--- config.mk ---
export PLATFORM = sky130hd
export DESIGN_NAME = meter_teleinfo_line_parser_unit_flat
export DESIGN_NICKNAME = d
export VERILOG_FILES = /design/src/sv/tlp_pkg.sv /design/src/sv/tlp_if.sv /design/src/sv/meter_teleinfo_line_parser_unit.sv /design/src/sv/tlp_value_acc.sv /design/src/flat_wrapper.sv
export SDC_FILE = /design/constraint.sdc
export NUM_CORES = 1
export LEC_CHECK = 0
export BUFFER_PORTS_ARGS = -buffer_cell sky130_fd_sc_hd__buf_2
export CAP_MARGIN = 10
export CORE_UTILIZATION = 55
export DETAILED_ROUTE_END_ITERATION = 7
export PLACE_DENSITY = 0.74
export SLEW_MARGIN = 20
export SYNTH_ARGS = -nofsm -noshare
export SYNTH_HDL_FRONTEND = slang
export SYNTH_SLANG_ARGS = --single-unit
--- constraint.sdc ---
create_clock -name i_clk -period 11.4 [get_ports i_clk]
set_input_delay 1.71 -clock i_clk [delete_from_list [all_inputs] [get_ports i_clk]]
set_output_delay 1.71 -clock i_clk [all_outputs]
set_load 0.03 [all_outputs]
--- src/sv/tlp_pkg.sv ---
// Shared types, character codes and label tables of the meter line parser.
package tlp_pkg;

    localparam int unsigned VALUE_BITS_DEFAULT = 32;
    localparam int unsigned OUT_BITS = 32;

    localparam logic [7:0] LINE_FEED  = 8'h0A;
    localparam logic [7:0] SPACE_CHAR = 8'h20;
    localparam logic [7:0] CHAR_ZERO  = 8'h30;
    localparam logic [7:0] CHAR_NINE  = 8'h39;

    localparam logic [31:0] ENERGY_LABEL = "BASE";
    localparam logic [31:0] POWER_LABEL  = "PAPP";
    localparam logic [2:0]  LABEL_LEN    = 3'd4;
    localparam logic [2:0]  LABEL_POS_MAX = 3'd5;

    // Accumulator control from the line sequencer.
    typedef struct packed {
        logic clear;
        logic feed;
    } t_acc_ctrl;

    // One result item.
    typedef struct packed {
        logic [OUT_BITS-1:0] energy_wh;
        logic [OUT_BITS-1:0] apparent_power_va;
        logic                energy_updated;
        logic                power_updated;
        logic                data_available;
    } t_result;

    // Character idx (0 = first) of a four-character label.
    function automatic logic [7:0] label_char(input logic [31:0] label,
                                              input logic [1:0]  idx);
        logic [7:0] ch;
        unique case (idx)
            2'd0:    ch = label[31:24];
            2'd1:    ch = label[23:16];
            2'd2:    ch = label[15:8];
            default: ch = label[7:0];
        endcase
        return ch;
    endfunction

endpackage

--- src/sv/tlp_if.sv ---
// Handshake channels of the meter line parser: received bytes and results.
interface tlp_byte_if;
    logic       valid;
    logic       ready;
    logic [7:0] rx_byte;

    modport source (output valid, output rx_byte, input ready);
    modport sink   (input valid, input rx_byte, output ready);
endinterface

interface tlp_result_if;
    logic        valid;
    logic        ready;
    logic [31:0] energy_wh;
    logic [31:0] apparent_power_va;
    logic        energy_updated;
    logic        power_updated;
    logic        data_available;

    modport source (output valid, output energy_wh, output apparent_power_va,
                    output energy_updated, output power_updated,
                    output data_available, input ready);
    modport sink   (input valid, input energy_wh, input apparent_power_va,
                    input energy_updated, input power_updated,
                    input data_available, output ready);
endinterface

--- src/sv/meter_teleinfo_line_parser_unit.sv ---
// Top level of the meter information line parser.
//
// Usage:
//   i_rx_byte takes one received character per item (valid/ready). Bytes
//   before the first line feed are ignored; after it a label is gathered
//   up to a space, and "BASE" or "PAPP" selects a decimal value that runs
//   to the next space. A line feed always restarts the label and drops a
//   value still being read.
//   o_result gives one item per input byte: both stored values (low 32
//   bits), the two update strobes and the data-available flag.
// Timing:
//   Every byte is handled in the cycle it is accepted; its result item is
//   registered in the result register, or in the skid entry while a result
//   waits. One byte per cycle is sustained while the skid entry is empty;
//   the per-byte path is one compare tree plus the x10 add of the accumulator.
// Stall:
//   A two-entry output stage (result register plus skid) keeps
//   i_rx_byte.ready high while one result waits; ready drops only when
//   both entries are full.
// Reset:
//   Synchronous, active low. Parser waits for a line feed, stored values
//   and flags are zero, the output stage is empty.
module meter_teleinfo_line_parser_unit #(
    parameter int unsigned VALUE_BITS = tlp_pkg::VALUE_BITS_DEFAULT
) (
    input  logic          i_clk,
    input  logic          i_rst_n,
    tlp_byte_if.sink      i_rx_byte,
    tlp_result_if.source  o_result
);

    localparam int unsigned OUT_BITS = tlp_pkg::OUT_BITS;

    typedef enum logic [1:0] {
        MODE_WAIT,
        MODE_LABEL,
        MODE_VALUE
    } t_mode;

    // Parser state
    t_mode                 r_mode, n_mode;
    logic [2:0]            r_label_pos, n_label_pos;
    logic [1:0]            r_match, n_match;       // bit0 BASE, bit1 PAPP
    logic                  r_is_power, n_is_power;
    logic [VALUE_BITS-1:0] r_energy, n_energy;
    logic [VALUE_BITS-1:0] r_power, n_power;
    logic [1:0]            r_parsed, n_parsed;

    // Output stage
    logic                  r_out_valid;
    tlp_pkg::t_result      r_out;
    logic                  r_skid_valid;
    tlp_pkg::t_result      r_skid;

    logic                  in_fire;
    logic                  out_fire;
    logic [7:0]            ch;
    logic                  e_upd;
    logic                  p_upd;
    logic [VALUE_BITS-1:0] acc_value;
    tlp_pkg::t_acc_ctrl    acc_ctrl;
    tlp_pkg::t_result      new_res;

    assign ch        = i_rx_byte.rx_byte;
    assign in_fire   = i_rx_byte.valid && i_rx_byte.ready;
    assign out_fire  = r_out_valid && o_result.ready;
    assign i_rx_byte.ready = !r_skid_valid;

    tlp_value_acc #(
        .VALUE_BITS (VALUE_BITS)
    ) u_value_acc (
        .i_clk   (i_clk),
        .i_rst_n (i_rst_n),
        .i_ctrl  (acc_ctrl),
        .i_char  (ch),
        .o_value (acc_value)
    );

    // Next parser state for the byte at the input
    always_comb begin
        n_mode        = r_mode;
        n_label_pos   = r_label_pos;
        n_match       = r_match;
        n_is_power    = r_is_power;
        n_energy      = r_energy;
        n_power       = r_power;
        n_parsed      = r_parsed;
        e_upd         = 1'b0;
        p_upd         = 1'b0;
        acc_ctrl      = '0;

        if (ch == tlp_pkg::LINE_FEED) begin
            n_mode         = MODE_LABEL;
            n_label_pos    = '0;
            n_match        = 2'b11;
            n_is_power     = 1'b0;
            acc_ctrl.clear = 1'b1;
        end else begin
            unique case (r_mode)
                MODE_LABEL: begin
                    if (ch == tlp_pkg::SPACE_CHAR) begin
                        acc_ctrl.clear = 1'b1;
                        if (r_label_pos == tlp_pkg::LABEL_LEN && r_match[0]) begin
                            n_is_power = 1'b0;
                            n_mode     = MODE_VALUE;
                        end else if (r_label_pos == tlp_pkg::LABEL_LEN && r_match[1]) begin
                            n_is_power = 1'b1;
                            n_mode     = MODE_VALUE;
                        end else begin
                            n_mode = MODE_WAIT;
                        end
                    end else begin
                        if (r_label_pos < tlp_pkg::LABEL_LEN) begin
                            if (ch != tlp_pkg::label_char(tlp_pkg::ENERGY_LABEL,
                                                          r_label_pos[1:0])) begin
                                n_match[0] = 1'b0;
                            end
                            if (ch != tlp_pkg::label_char(tlp_pkg::POWER_LABEL,
                                                          r_label_pos[1:0])) begin
                                n_match[1] = 1'b0;
                            end
                        end
                        if (r_label_pos < tlp_pkg::LABEL_POS_MAX) begin
                            n_label_pos = r_label_pos + 3'd1;
                        end
                    end
                end
                MODE_VALUE: begin
                    if (ch == tlp_pkg::SPACE_CHAR) begin
                        if (r_is_power) begin
                            n_power     = acc_value;
                            n_parsed[1] = 1'b1;
                            p_upd       = 1'b1;
                        end else begin
                            n_energy    = acc_value;
                            n_parsed[0] = 1'b1;
                            e_upd       = 1'b1;
                        end
                        n_is_power = 1'b0;
                        n_mode     = MODE_WAIT;
                    end else begin
                        acc_ctrl.feed = 1'b1;
                    end
                end
                default: begin
                    n_mode = MODE_WAIT;
                end
            endcase
        end

        // Gate accumulator strobes with the handshake
        acc_ctrl.clear = acc_ctrl.clear && in_fire;
        acc_ctrl.feed  = acc_ctrl.feed && in_fire;
    end

    // Values narrower than the outputs are zero-extended, wider ones cut
    always_comb begin
        new_res.energy_wh         = OUT_BITS'(n_energy);
        new_res.apparent_power_va = OUT_BITS'(n_power);
        new_res.energy_updated    = e_upd;
        new_res.power_updated     = p_upd;
        new_res.data_available    = &n_parsed;
    end

    always_ff @(posedge i_clk) begin
        if (!i_rst_n) begin
            r_mode      <= MODE_WAIT;
            r_label_pos <= '0;
            r_match     <= 2'b11;
            r_is_power  <= 1'b0;
            r_energy    <= '0;
            r_power     <= '0;
            r_parsed    <= '0;
        end else if (in_fire) begin
            r_mode      <= n_mode;
            r_label_pos <= n_label_pos;
            r_match     <= n_match;
            r_is_power  <= n_is_power;
            r_energy    <= n_energy;
            r_power     <= n_power;
            r_parsed    <= n_parsed;
        end
    end

    // Result register with one skid entry behind it
    always_ff @(posedge i_clk) begin
        if (!i_rst_n) begin
            r_out_valid  <= 1'b0;
            r_skid_valid <= 1'b0;
        end else if (r_skid_valid) begin
            if (out_fire) begin
                r_out        <= r_skid;
                r_out_valid  <= 1'b1;
                r_skid_valid <= 1'b0;
            end
        end else if (in_fire) begin
            if (!r_out_valid || out_fire) begin
                r_out       <= new_res;
                r_out_valid <= 1'b1;
            end else begin
                r_skid       <= new_res;
                r_skid_valid <= 1'b1;
            end
        end else if (out_fire) begin
            r_out_valid <= 1'b0;
        end
    end

    assign o_result.valid             = r_out_valid;
    assign o_result.energy_wh         = r_out.energy_wh;
    assign o_result.apparent_power_va = r_out.apparent_power_va;
    assign o_result.energy_updated    = r_out.energy_updated;
    assign o_result.power_updated     = r_out.power_updated;
    assign o_result.data_available    = r_out.data_available;

    // The skid entry is only ever filled behind a waiting result
    a_skid_behind_out: assert property (@(posedge i_clk) disable iff (!i_rst_n)
        r_skid_valid |-> r_out_valid)
        else $error("skid entry valid with empty result register");

    // A value is read only after a full four-character label
    a_value_after_label: assert property (@(posedge i_clk) disable iff (!i_rst_n)
        (r_mode == MODE_VALUE) |-> (r_label_pos == tlp_pkg::LABEL_LEN))
        else $error("value mode entered without a four-character label");

    // Parsed flags never clear outside reset (checked here for the energy flag)
    a_parsed_sticky: assert property (@(posedge i_clk) disable iff (!i_rst_n)
        r_parsed[0] |=> r_parsed[0])
        else $error("energy parsed flag dropped");

    // One byte completes at most one value
    a_single_update: assert property (@(posedge i_clk) disable iff (!i_rst_n)
        r_out_valid |-> !(r_out.energy_updated && r_out.power_updated))
        else $error("both update strobes set in one result");

endmodule

--- src/sv/tlp_value_acc.sv ---
// Decimal value accumulator with saturation and end-of-digits tracking.
module tlp_value_acc #(
    parameter int unsigned VALUE_BITS = tlp_pkg::VALUE_BITS_DEFAULT
) (
    input  logic                  i_clk,
    input  logic                  i_rst_n,
    input  tlp_pkg::t_acc_ctrl    i_ctrl,
    input  logic [7:0]            i_char,
    output logic [VALUE_BITS-1:0] o_value
);

    localparam int unsigned WIDE_BITS = VALUE_BITS + 4;

    logic [VALUE_BITS-1:0] r_acc;
    logic                  r_digits_ended;
    logic [VALUE_BITS-1:0] n_acc;
    logic [WIDE_BITS-1:0]  acc_x10d;
    logic                  is_digit;

    assign is_digit = (i_char >= tlp_pkg::CHAR_ZERO) && (i_char <= tlp_pkg::CHAR_NINE);

    // acc*10 + digit as shift-and-add; anything above VALUE_BITS saturates
    assign acc_x10d = {1'b0, r_acc, 3'b000} + {3'b000, r_acc, 1'b0}
                    + {{(WIDE_BITS-4){1'b0}}, i_char[3:0]};

    always_comb begin
        if (acc_x10d[WIDE_BITS-1:VALUE_BITS] != 4'd0) begin
            n_acc = {VALUE_BITS{1'b1}};
        end else begin
            n_acc = acc_x10d[VALUE_BITS-1:0];
        end
    end

    always_ff @(posedge i_clk) begin
        if (!i_rst_n) begin
            r_acc          <= '0;
            r_digits_ended <= 1'b0;
        end else if (i_ctrl.clear) begin
            r_acc          <= '0;
            r_digits_ended <= 1'b0;
        end else if (i_ctrl.feed && !r_digits_ended) begin
            if (is_digit) begin
                r_acc <= n_acc;
            end else begin
                r_digits_ended <= 1'b1;
            end
        end
    end

    assign o_value = r_acc;

endmodule
--- src/flat_wrapper.sv ---
// flat-port wrapper written by rule: the top's interface ports become plain ports
module meter_teleinfo_line_parser_unit_flat 
#(
    parameter int unsigned VALUE_BITS = tlp_pkg::VALUE_BITS_DEFAULT
)
  (i_clk, i_rst_n, i_rx_byte_valid, i_rx_byte_rx_byte, i_rx_byte_ready, o_result_valid, o_result_energy_wh, o_result_apparent_power_va, o_result_energy_updated, o_result_power_updated, o_result_data_available, o_result_ready);
  tlp_byte_if i_rx_byte_i ();
  tlp_result_if o_result_i ();
  input  logic i_clk;
  input  logic i_rst_n;
  input wire logic [$bits(i_rx_byte_i.valid)-1:0] i_rx_byte_valid;
  input wire logic [$bits(i_rx_byte_i.rx_byte)-1:0] i_rx_byte_rx_byte;
  output wire logic [$bits(i_rx_byte_i.ready)-1:0] i_rx_byte_ready;
  output wire logic [$bits(o_result_i.valid)-1:0] o_result_valid;
  output wire logic [$bits(o_result_i.energy_wh)-1:0] o_result_energy_wh;
  output wire logic [$bits(o_result_i.apparent_power_va)-1:0] o_result_apparent_power_va;
  output wire logic [$bits(o_result_i.energy_updated)-1:0] o_result_energy_updated;
  output wire logic [$bits(o_result_i.power_updated)-1:0] o_result_power_updated;
  output wire logic [$bits(o_result_i.data_available)-1:0] o_result_data_available;
  input wire logic [$bits(o_result_i.ready)-1:0] o_result_ready;
  assign i_rx_byte_i.valid = i_rx_byte_valid;
  assign i_rx_byte_i.rx_byte = i_rx_byte_rx_byte;
  assign i_rx_byte_ready = i_rx_byte_i.ready;
  assign o_result_valid = o_result_i.valid;
  assign o_result_energy_wh = o_result_i.energy_wh;
  assign o_result_apparent_power_va = o_result_i.apparent_power_va;
  assign o_result_energy_updated = o_result_i.energy_updated;
  assign o_result_power_updated = o_result_i.power_updated;
  assign o_result_data_available = o_result_i.data_available;
  assign o_result_i.ready = o_result_ready;
  meter_teleinfo_line_parser_unit #(.VALUE_BITS(VALUE_BITS)) u_core (.i_clk(i_clk), .i_rst_n(i_rst_n), .i_rx_byte(i_rx_byte_i), .o_result(o_result_i));
endmodule
==> impl_metrics.ini <==
[route]
wirelength_mm = 26.5
route.detailed.drc = 0
vias_per_cell = 5.73
ant_nets = 0
drt_iter0_markers = 425
via_count = 8630
wire_per_inst_um = 17.6
firstDrtPassIters = 5

[sta]
fin_setup_tns_ns = 0
worst_slew_pin_slew_ns = 1.01
fin_crit_ns = 5.03
setup_viol = 0
period_share_pct = 44.2
rsz0062_at_grt = no
maxSlewViolCount = 0
final.setup_skew_ns = 0.00641
max_freq_mhz = 199
max_slew_margin_pct = 32.6
hold_viol = 0

[global_routing]
grt_util_all_layers_pct = 23.9
grt_pass1_vias = 8415
antenna_found_initial = 1
overflow = 0
grt_pass1_wl_mm = 42.6
grt_max_degree = 77

[floorplan]
die_w_um = 150
core_area_um2 = 21200
rows = 53
die-height_um = 150
io_pins = 81
initial_utilization_pct = 56.7
design.die.area_um2 = 22500

[clocking]
insertion_delay_ns = 0.52
cts.clk_slew.worst_paths_ns = 0.06
hold_buffers = 0
cts_tree = yes
htree_num_levels = 1
post_cts_buffers = 0
clkSinkCount = 243
cts_buffers = 26
clockRootBuffer = clkbuf_16
cts.path.max_buffers = 3
cts.repair.resized = 0

[synthesis]
synth_xor_xnor_area_share_pct = 2.26
syn_avg_cell_area_um2 = 10.6
synth_ff_type = edfxtp_1
synth_adder_area_share_pct = 7.71
yosysMostFrequentCell = nand2_1
synth_mux_area_share_pct = 9.25
synth_async_sr_flop_share_pct = 0
synth_edf_count = 134
synthTopCellsByArea = edfxtp_1, dfxtp_1, mux2_2, ha_1, nand2_1
ys_warn_count = 0
ys_seq_area_share_pct = 51.5
synth_top_family_by_area = simple AND/OR/NAND/NOR gates
syn_nets = 1223
synth_area_leader_cell = edfxtp_1
syn_area_um2 = 12000
synth-simple-area-share_pct = 14.4
yosysTopAreaCellShare_pct = 33.4
synth_common_cells = nand2_1, edfxtp_1, dfxtp_1, mux2_2, nor2_1
synth.distinct_cells = 68
synth_compound_area_share_pct = 12.2
syn_inst = 1138
ys_seq_elements = 243

[power]
power_leakage_nw = 5.65
ir_drop_uv = 96.1
p_per_area_nw_per_um2 = 144

[outcome]
status = complete, no violations

[worst_setup_path]
cp.required_ns = 11.79
start_kind = primary input
end_kind = register
cp_slowest_cell = a2111oi_4
path_class = primary input to register
cp_cell_sequence = buf_2 -> fa_1 -> inv_1 -> fa_1 -> nand2b_1 -> a21oi_1 -> o21ai_2 -> o31ai_2 -> a221o_2 -> a32oi_1 -> a2111oi_4 -> buf_4 -> a21oi_1
cp_max_fo = 21
critPathMaxStageDelay_ns = 0.76
arrival_ns = 5.43

[final_layout]
multiInputGateArea_um2 = 5550
stdcell_area_um2 = 13600
seqCellArea_um2 = 6210
syn_to_final_growth_pct = 13.1
drive_gt1_share_pct = 21.2
fin_cells = 1506
final_nets = 1295
fillers = 1652

[placement]
gp_congestion = 0.892
numPortBuffers = 80
hpwlAfterDp_mm = 17.7
dp_cells = 1457
dpl_cell_area_um2 = 12700

[job]
max_cap_viol_count = 0

[worst_hold_path]
worstHoldPathType = register to register
[cell type report]
cell class / instances / area share, %
sequential: 243 / 45.6
multi-input combinational: 820 / 40.8
antenna: 1 / 0.0184
timing repair buffer: 94 / 3.71
clock inverter: 19 / 1.56
tap: 275 / 2.53
clock buffer: 29 / 5.09
inverter: 25 / 0.689
[registers in the layout (all words and copies together), names as in the netlist, 3 cells and up]
| name | count |
|---|---|
| u_core.o_result.apparent_power_va | 32 |
| u_core.o_result.energy_wh | 32 |
| u_core.r_energy | 32 |
| u_core.r_label_pos | 3 |
| u_core.r_power | 32 |
| u_core.r_skid | 67 |
| u_core.u_value_acc.o_value | 32 |
[critical path, delay by kind of cell]
kind	cells	cell delay, ns
buffers and inverters	3	0.59
adders and majority gates	2	1.00
AOI/OAI and AO/OA	7	1.94
and+or+nand+nor	1	0.18
[cell usage in the layout (no fill, tap or decap), drive strengths merged, types with 3 or more instances in the layout]
master / netlist / layout
nand2: 198 / 198
edfxtp: 134 / 134
dfxtp: 109 / 109
mux2: 98 / 98
nor2: 96 / 96
buf: 9 / 94
a21oi: 72 / 72
ha: 71 / 71
o21ai: 67 / 67
nor3b: 34 / 34
a21boi: 34 / 34
clkbuf: 41 / 29
inv: 23 / 25
xnor2: 20 / 20
a21o: 13 / 13
clkinv: 2 / 12
xor2: 11 / 11
a31oi: 8 / 8
nand3: 7 / 7
nor2b: 7 / 7
nor3: 7 / 7
o21a: 6 / 6
nor4: 6 / 6
o211ai: 5 / 5
nand2b: 5 / 5
o21bai: 4 / 4
and3: 4 / 4
and2: 4 / 4
bufinv: 0 / 4
nor4b: 3 / 3
clkinvlp: 0 / 3
o31ai: 3 / 3
or3: 3 / 3
[through the flow]
step	hold slack, ns	utilization, %	total power [mW]	worst slack [ns]
after floorplan	0.440	-	1.07	5.49
after global placement	0.448	59.9	1.10	5.92
after detailed placement	0.455	59.9	1.10	5.81
after CTS	0.463	64.1	1.98	6.36
after global routing	0.484	64.1	2.02	6.08
final	0.461	64.1	1.96	6.37
[routing by layer]
metal / wire length (um) / vias to the layer above / part of all wire [%] / track usage (%)
li1: - / 4225 / - / -
met4: 884 / 0 / 3.3 / 8.79
met3: 989 / 53 / 3.7 / 3.20
met5: 0 / - / 0 / 0
met1: 11300 / 4143 / 43 / 28.7
met2: 13300 / 209 / 50 / 43.5
[path summary, 6_finish.rpt]
kind,slack [ns],endpoint,from,depth (start not counted)
worst max-delay path,6.37,u_core.u_value_acc.o_value[15],i_rx_byte_rx_byte[3],13
worst min-delay path,0.46,u_core.r_energy[16],u_core.r_energy[16],2
worst max register to register,7.30,u_core.u_value_acc.o_value[15],u_core.u_value_acc.o_value[7],12
worst min register to register,0.46,u_core.r_energy[16],u_core.r_energy[16],2
[power by group]
| part | total, mW | internal (mW) | leakage, nW | switching, mW |
|---|---|---|---|---|
| clock | 0.875 | 0.531 | 0.444 | 0.345 |
| combinational | 0.124 | 0.0416 | 3.04 | 0.0823 |
| sequential | 0.960 | 0.951 | 2.17 | 0.00859 |
[cell families after synthesis]
family	count (synthesis)
and+or+nand+nor	383
DFF	243
AOI/OAI and AO/OA	234
muxes	99
buffers and inverters	75
adders and majority gates	73
xor gates and xnor gates	31
Power figures use the tool's default switching activity.
